<file path="src/hw/rtl/assert_macros.svh">
// Assertion macros for the RTL modules, used by seen_address_table_with_aging
`ifndef ASSERT_MACROS_SVH
`define ASSERT_MACROS_SVH

// Check a property on the rising edge of clk, off while reset is active
`define SAT_ASSERT(lbl, prop, msg) \
    lbl: assert property (@(posedge clk) disable iff (!rst_n) prop) else $error(msg);

// Check a property on the rising edge of clk, reset included
`define SAT_ASSERT_ALWAYS(lbl, prop, msg) \
    lbl: assert property (@(posedge clk) prop) else $error(msg);

`endif

</file>
<file path="src/hw/rtl/sat_pkg.sv">
// Types and constants of the seen-address table
package sat_pkg;

    localparam int TABLE_ENTRIES = 32;
    localparam int IDX_W         = $clog2(TABLE_ENTRIES);
    localparam int ADDR_W        = 48;
    localparam int TIME_W        = 48;
    localparam int TIMEOUT_W     = 32;
    localparam int COUNT_W       = 6;
    localparam int APB_ADDR_W    = 3;

    localparam logic [TIMEOUT_W-1:0] TIMEOUT_RESET = 32'd20000;
    localparam logic [COUNT_W-1:0]   COUNT_MAX     = 6'd63;
    localparam logic                 REG_TIMEOUT   = 1'b0;
    localparam logic                 MODE_LOOKUP   = 1'b0;
    localparam logic                 MODE_SWEEP    = 1'b1;

    typedef enum logic [1:0] {
        ST_IDLE,
        ST_SCAN,
        ST_DRAIN,
        ST_DONE
    } sat_state_t;

    typedef struct packed {
        logic match;
        logic expire;
    } cmp_res_t;

    typedef struct packed {
        logic busy;
        logic done;
        logic scan_en;
    } ctrl_t;

endpackage

</file>
<file path="src/hw/rtl/sat_cmp.sv">
// Shared subtract-and-compare unit for address match and age check
module sat_cmp (
    input  logic                          mode,
    input  logic [sat_pkg::ADDR_W-1:0]    key,
    input  logic [sat_pkg::TIME_W-1:0]    now,
    input  logic [sat_pkg::ADDR_W-1:0]    entry_addr,
    input  logic [sat_pkg::TIME_W-1:0]    entry_time,
    input  logic [sat_pkg::TIMEOUT_W-1:0] timeout,
    output sat_pkg::cmp_res_t             res
);
    import sat_pkg::*;

    logic [ADDR_W-1:0] op_a;
    logic [ADDR_W-1:0] op_b;
    logic [ADDR_W:0]   diff;

    assign op_a = (mode == MODE_SWEEP) ? now : key;
    assign op_b = (mode == MODE_SWEEP) ? entry_time : entry_addr;
    assign diff = {1'b0, op_a} - {1'b0, op_b};

    always_comb
    begin
        res.match  = (diff == '0);
        res.expire = !diff[ADDR_W] && (diff != '0) &&
                     (diff[ADDR_W-1:0] > {{(ADDR_W-TIMEOUT_W){1'b0}}, timeout});
    end

endmodule

</file>
<file path="src/hw/rtl/seen_address_table_with_aging.sv">
// Seen-address table with aging: sequencer, entry memories and APB register
// A start transfer runs the sequencer through ST_SCAN, ST_DRAIN and ST_DONE; done strobes in ST_DONE.
// No new item is taken while busy; the scan reads one entry per cycle
// from the single read port of the address and time memories.
// Reset clears all valid bits at once and loads timeout_ms with 20000; no clearing pass.
// Results last one cycle on done; the receiver cannot stall.
`include "assert_macros.svh"

module seen_address_table_with_aging (
    input  logic                               clk,
    input  logic                               rst_n,
    input  logic                               start,
    output logic                               busy,
    input  logic                               mode,
    input  logic [sat_pkg::ADDR_W-1:0]         device_address,
    input  logic [sat_pkg::TIME_W-1:0]         now_time,
    output logic                               done,
    output logic                               already_seen,
    output logic                               inserted,
    output logic                               table_full,
    output logic [sat_pkg::COUNT_W-1:0]        expired_count,
    input  logic                               psel,
    input  logic                               penable,
    input  logic                               pwrite,
    input  logic [sat_pkg::APB_ADDR_W-1:0]     paddr,
    input  logic [31:0]                        pwdata,
    output logic [31:0]                        prdata,
    output logic                               pready
);
    import sat_pkg::*;

    localparam logic [IDX_W-1:0] LAST_IDX = IDX_W'(TABLE_ENTRIES - 1);

    sat_state_t              state_reg, state_next;
    ctrl_t                   ctrl;
    logic [TIMEOUT_W-1:0]    timeout_reg;
    logic                    mode_reg;
    logic [ADDR_W-1:0]       key_reg;
    logic [TIME_W-1:0]       now_reg;
    logic [IDX_W-1:0]        scan_idx_reg;
    logic [IDX_W-1:0]        cmp_idx_reg;
    logic                    cmp_vld_reg;
    logic [TABLE_ENTRIES-1:0] valid_reg;
    logic                    hit_reg;
    logic                    free_found_reg;
    logic [IDX_W-1:0]        free_idx_reg;
    logic [COUNT_W-1:0]      count_reg;
    logic [ADDR_W-1:0]       rd_addr_reg;
    logic [TIME_W-1:0]       rd_time_reg;
    logic [ADDR_W-1:0]       entry_address [TABLE_ENTRIES];
    logic [TIME_W-1:0]       entry_time    [TABLE_ENTRIES];
    cmp_res_t                cmp_res;
    logic                    accept;
    logic                    cfg_write;
    logic                    cmp_valid_entry;
    logic                    do_insert;

    assign accept    = start && !busy;
    assign cfg_write = psel && penable && pwrite && pready;
    assign pready    = 1'b1;
    assign prdata    = (paddr[2] == REG_TIMEOUT) ? timeout_reg : '0;

    always_ff @(posedge clk or negedge rst_n)
    begin
        if (!rst_n)
        begin
            timeout_reg <= TIMEOUT_RESET;
        end
        else if (cfg_write && paddr[2] == REG_TIMEOUT)
        begin
            timeout_reg <= pwdata;
        end
    end

    // sequencer
    always_comb
    begin
        state_next = state_reg;
        case (state_reg)
            ST_IDLE:  if (start) state_next = ST_SCAN;
            ST_SCAN:  if (scan_idx_reg == LAST_IDX) state_next = ST_DRAIN;
            ST_DRAIN: state_next = ST_DONE;
            ST_DONE:  state_next = ST_IDLE;
            default:  state_next = ST_IDLE;
        endcase
    end

    always_comb
    begin
        ctrl = '0;
        case (state_reg)
            ST_IDLE:  ctrl = '0;
            ST_SCAN:  begin ctrl.busy = 1'b1; ctrl.scan_en = 1'b1; end
            ST_DRAIN: ctrl.busy = 1'b1;
            ST_DONE:  begin ctrl.busy = 1'b1; ctrl.done = 1'b1; end
            default:  ctrl = '0;
        endcase
    end

    assign busy = ctrl.busy;
    assign done = ctrl.done;

    always_ff @(posedge clk or negedge rst_n)
    begin
        if (!rst_n)
        begin
            state_reg    <= ST_IDLE;
            scan_idx_reg <= '0;
            cmp_vld_reg  <= 1'b0;
        end
        else
        begin
            state_reg   <= state_next;
            cmp_vld_reg <= ctrl.scan_en;
            if (accept)
            begin
                scan_idx_reg <= '0;
            end
            else if (ctrl.scan_en)
            begin
                scan_idx_reg <= scan_idx_reg + 1'b1;
            end
        end
    end

    // item capture
    always_ff @(posedge clk)
    begin
        if (accept)
        begin
            mode_reg <= mode;
            key_reg  <= device_address;
            now_reg  <= now_time;
        end
        if (ctrl.scan_en)
        begin
            cmp_idx_reg <= scan_idx_reg;
        end
    end

    // entry memories
    always_ff @(posedge clk)
    begin
        if (do_insert)
        begin
            entry_address[free_idx_reg] <= key_reg;
            entry_time[free_idx_reg]    <= now_reg;
        end
        rd_addr_reg <= entry_address[scan_idx_reg];
        rd_time_reg <= entry_time[scan_idx_reg];
    end

    sat_cmp u_cmp (
        .mode       (mode_reg),
        .key        (key_reg),
        .now        (now_reg),
        .entry_addr (rd_addr_reg),
        .entry_time (rd_time_reg),
        .timeout    (timeout_reg),
        .res        (cmp_res)
    );

    assign cmp_valid_entry = valid_reg[cmp_idx_reg];
    assign do_insert       = ctrl.done && (mode_reg == MODE_LOOKUP) &&
                             !hit_reg && free_found_reg;

    // scan results
    always_ff @(posedge clk or negedge rst_n)
    begin
        if (!rst_n)
        begin
            valid_reg      <= '0;
            hit_reg        <= 1'b0;
            free_found_reg <= 1'b0;
            free_idx_reg   <= '0;
            count_reg      <= '0;
        end
        else if (accept)
        begin
            hit_reg        <= 1'b0;
            free_found_reg <= 1'b0;
            count_reg      <= '0;
        end
        else if (cmp_vld_reg)
        begin
            if (mode_reg == MODE_SWEEP)
            begin
                if (cmp_valid_entry && cmp_res.expire)
                begin
                    valid_reg[cmp_idx_reg] <= 1'b0;
                    if (count_reg != COUNT_MAX)
                    begin
                        count_reg <= count_reg + 1'b1;
                    end
                end
            end
            else
            begin
                if (cmp_valid_entry && cmp_res.match)
                begin
                    hit_reg <= 1'b1;
                end
                if (!cmp_valid_entry && !free_found_reg)
                begin
                    free_found_reg <= 1'b1;
                    free_idx_reg   <= cmp_idx_reg;
                end
            end
        end
        else if (do_insert)
        begin
            valid_reg[free_idx_reg] <= 1'b1;
        end
    end

    assign already_seen  = (mode_reg == MODE_LOOKUP) && hit_reg;
    assign inserted      = (mode_reg == MODE_LOOKUP) && !hit_reg && free_found_reg;
    assign table_full    = (mode_reg == MODE_LOOKUP) && !hit_reg && !free_found_reg;
    assign expired_count = (mode_reg == MODE_SWEEP) ? count_reg : '0;

    `SAT_ASSERT(a_accept_busy, accept |=> busy, "start transfer did not make the block busy")
    `SAT_ASSERT(a_lookup_onehot, done && mode_reg == MODE_LOOKUP |-> $onehot({already_seen, inserted, table_full}), "lookup result flags not one-hot")
    `SAT_ASSERT(a_insert_grows, done && inserted |=> $countones(valid_reg) == $past($countones(valid_reg)) + 1, "insert did not add one valid entry")
    `SAT_ASSERT_ALWAYS(a_done_busy, done |-> busy, "result strobe outside a busy item")

endmodule

</file>
<file path="config.mk">
export PLATFORM = sky130hd
export DESIGN_NAME = seen_address_table_with_aging
export DESIGN_NICKNAME = d
export VERILOG_FILES = /design/src/hw/rtl/sat_pkg.sv /design/src/hw/rtl/sat_cmp.sv /design/src/hw/rtl/seen_address_table_with_aging.sv
export VERILOG_INCLUDE_DIRS = /design/src /design/src/hw/rtl
export SDC_FILE = /design/constraint.sdc
export NUM_CORES = 2
export LEC_CHECK = 0
export ABC_AREA = 1
export BUFFER_PORTS_ARGS = -buffer_cell sky130_fd_sc_hd__clkbuf_2
export CELL_PAD_IN_SITES_DETAIL_PLACEMENT = 1
export CELL_PAD_IN_SITES_GLOBAL_PLACEMENT = 1
export CORE_ASPECT_RATIO = 0.5
export CORE_MARGIN = 1
export CORE_UTILIZATION = 40
export DETAILED_ROUTE_END_ITERATION = 8
export PLACE_DENSITY_LB_ADDON = 0.1
export SYNTH_ARGS = -nofsm -noshare
export SYNTH_HDL_FRONTEND = slang
export SYNTH_SLANG_ARGS = --single-unit
</file>
<file path="constraint.sdc">
create_clock -name clk -period 10.73 [get_ports clk]
set_input_delay 1.073 -clock clk [delete_from_list [all_inputs] [get_ports clk]]
set_output_delay 1.073 -clock clk [all_outputs]
set_load 0.02 [all_outputs]
</file>
==> metrics.csv <==
stage;metric;value;unit
critical_path;Worst R2R End;valid_reg[0];
route;drt drc;0;
clock_network;CTS buffer count;318;
critical_path;Critical Path Fanout Max;56;
synth;Cells after Synth;10520;
timing;Final setup viols;0;
placed_design;DP Area;0.1410;sq mm
timing;post-route setup TNS;0;ns
die;die boundary height;412.0;um
route;vias;91600;
finish;biggest regs;entry_address: 1536 flops, entry_time: 1536 flops;
synth;synth top area cells;edfxtp_1 71%, o21ai_0 6.3%, nor2_1 5.2%;
placed_design;I/O Buffers;178;
die;core area;0.3343;sq mm
route;Iteration-0 DRC Markers;11500;
clock_network;CTS H-tree depth;5;
clock_network;# clock sinks;3355;
route;detailed-router iteration count before antenna repair;5;
finish;Layout fillers;34000;
synth;sequential fraction of the synthesis area;73.87;%
hold_path;hold wc startpoint;now_time[35];
timing;Fin Hold WS;0.3250;ns
critical_path;Worst setup EP type;flip-flop;
finish;Layout Nets;10830;
critical_path;reg2reg setup slack;3.60;ns
synth;post-synth top area share;70.86;%
timing;Final Hold Viols;0;
synth;YS warnings;0;
timing;Max Clock Skew;0.03903;ns
placed_design;DP Cell Count;14760;
critical_path;Startpoint Class;flip-flop;
route;Final ANT Viol Nets;0;
placed_design;pre-CTS setup slack;3.909;ns
die;initial core utilization;40.24;%
timing;final period utilization;66.41;%
finish;cell area after layout;0.1512;sq mm
route;vias per inst;5.973;
critical_path;critical path class;reg2reg;
critical_path;critical path arrival;7.92;ns
flow_run;max_cap viols;0;
die;Top Ports;182;
clock_network;clk slew on worst S/H paths;0.08;ns
die;chip width;822.1;um
synth;ys flop type;edfxtp_1;
global_routing;vias in the first global route;89210;
finish;Multi-input gate area;0.03130;sq mm
timing;final worst slack;3.604;ns
synth;register bit total from synthesis;3355;
timing;Rel. slew slack;10.21;%
timing;RSZ-0062 raised after global routing;no;
die;die area;0.3387;sq mm
synth;total nets after synthesis;10750;
clock_network;Root Buffer;clkbuf_16;
synth;FFs w/ async S/R, synth;2.534;%
clock_network;Clock Path Buffers;4;
route;WL per Instance;31.43;um
critical_path;CP max stage cell;mux2i_1;
pwr;Max VDD drop;0.2035;mV
clock_network;CTS tree;yes;
timing;fmax;0.1403;GHz
pwr;Leakage Power;0.05029;uW
global_routing;largest net degree at the start of global routing;196;
synth;number of flops mapped to enable cells by yosys;3174;
placed_design;gpl congestion;0.8692;
critical_path;CP dominant cell by count;nand2_1;
hold_path;hold crit path type;in2reg;
finish;FF/Latch Area;0.09938;sq mm
synth;area leader, netlist;edfxtp_1;
finish;P&R area growth vs syn;12.38;%
status;status;finished, final reports clean;
route;drt total wl;482000;um
finish;ant diodes;0;
global_routing;first-pass GRT wire length;675600;um
hold_path;Hold Path Cell Cnt;1;
timing;min Tclk post-route;7.126;ns
timing;fin. max-slew vios;0;
critical_path;reg2reg start;mode_reg;
global_routing;Remaining Overflow, GRT;0;
timing;Worst-Margin Slew;1.309;ns
synth;synthesized area per cell;12.78;sq um
finish;fraction of layout cells with a size suffix above 1;9.888;%
hold_path;Hold EP;now_reg[35];
placed_design;Detailed Place HPWL;255700;um
global_routing;initial antenna violation count;38;
critical_path;required time worst endpoint;11.53;ns
critical_path;max incr delay on CP;1.11;ns
critical_path;reg2reg path depth;29;
synth;Syn Std Cell Area;0.1345;sq mm
global_routing;GRT Total Usage;27.68;%
die;Site Rows;150;
synth;Distinct cells, synth;58;
clock_network;worst skew pair latency;0.92;ns
finish;fin cells;15340;
pwr;power per cell area;262.9;mW/mm^2
## kinds of logic after synthesis
kind of cell	count (synthesis)	synth area share, %
buf+inv	1039	2.995
other cells	1	0.002788
compound gates	2861	12.47
xor+xnor	14	0.09675
flops	3355	73.87
mux	47	0.3498
simple gates	3115	9.380
fa+ha+maj	89	0.8335
## Yosys cell counts, types with 10 or more instances
master    count
buf_1        37
buf_2        61
nand2_2      13
nand2_1     852
mux2i_1      47
nor3_1       85
a211oi_1     16
o211ai_1     19
a21oi_1     151
nand3_1     186
nor2_1     1855
o221ai_1    252
a32oi_1      45
nand4_1      34
a41oi_1      30
clkbuf_1    589
nand3b_1     15
a22oi_1      17
a221o_1      24
o22ai_1     496
xor2_1       10
a31o_2       15
dfxtp_1      96
a31oi_1      46
ha_1         88
nand3_2      40
o21ai_0    1681
nor2_2       13
edfxtp_1   3174
inv_1       315
a221oi_1     51
inv_2        27
dfrtp_1      80
## layer usage
metal  routed length, um  up-vias  track usage (%)
met5                  15        -                0
met4                8091        4            4.831
met3               36490      545            3.874
met2              207300     3430            41.50
met1              230100    48470            43.34
li1                    -    39150                -
## critical path: cells and delay by family, from the launching register on
kind	cells	cell delay, ns
adder cells (fa/ha/maj)	2	0.79
buffers and inverters	6	1.23
flip-flops	1	0.46
multiplexers	1	1.11
AND/OR/NAND/NOR	20	3.22
## report_power, final
group | total, uW | internal (uW) | switching, uW
combinational | 12700 | 3390 | 9310
sequential | 15600 | 15100 | 473
clock | 11400 | 6340 | 5100
## layout by cell type, fill, tap and decap left out, types with 13 or more instances in the layout
| cell | instances |
|---|---|
| ha_1 | 88 |
| nand3b_1 | 15 |
| bufinv_16 | 24 |
| a41oi_1 | 30 |
| o221ai_1 | 252 |
| buf_12 | 36 |
| dfxtp_1 | 96 |
| clkbuf_16 | 327 |
| nor3_2 | 32 |
| nand3_1 | 186 |
| nand2_2 | 14 |
| o21ai_0 | 1681 |
| a221o_1 | 24 |
| clkbuf_1 | 76 |
| mux2i_1 | 47 |
| edfxtp_1 | 3174 |
| a221oi_1 | 51 |
| clkinv_1 | 51 |
| a32oi_1 | 45 |
| a22oi_1 | 17 |
| a21oi_1 | 151 |
| nor2_2 | 13 |
| a211oi_1 | 16 |
| clkbuf_8 | 23 |
| nand3_2 | 40 |
| clkbuf_2 | 177 |
| nand2_1 | 851 |
| dfrtp_1 | 76 |
| buf_4 | 241 |
| o211ai_1 | 19 |
| a31oi_1 | 46 |
| inv_2 | 27 |
| inv_1 | 308 |
| nor3_1 | 55 |
| nand4_1 | 34 |
| o22ai_1 | 496 |
| clkinv_2 | 53 |
| a31o_2 | 15 |
| nor2_1 | 1851 |
## per-stage QoR
step	power, uW	util, %
2_1_floorplan	23630	-
3_3_place_gp	28280	42.20
3_5_place_dp	28450	42.20
4_1_cts	39810	45.22
5_1_grt	41520	45.22
6_report	39740	45.22
## timing repair
item / 4_1_cts / 5_1_grt
setup buffers: 0 / 0
setup endpoints to repair: 0 / 0
hold buffers: 1 / 0
gates resized for setup: 0 / 0
hold endpoints to repair: 13 / 0
## cell type report
cell class	count	share of cell area, %
Inverter	344	0.8906
Clock inverter	144	0.8724
Timing Repair Buffer	455	2.266
Tap cell	4484	3.712
Sequential cell	3355	65.75
Multi-Input combinational cell	6127	20.70
Clock buffer	426	5.811
## worst max-delay path by stage
stage | from | endpoint | slack, ns | cells past startpoint
4_1_cts | mode_reg | valid_reg[1] | 3.86 | 29
6_report | mode_reg | valid_reg[0] | 3.60 | 29
5_1_grt | mode_reg | valid_reg[18] | 3.34 | 29
2_1_floorplan | mode_reg | entry_address[26][0] | 1.88 | 5
3_3_place_gp | mode_reg | valid_reg[1] | 4.02 | 27
3_5_place_dp | mode_reg | valid_reg[1] | 3.91 | 29
Power figures use the tool's default switching activity.
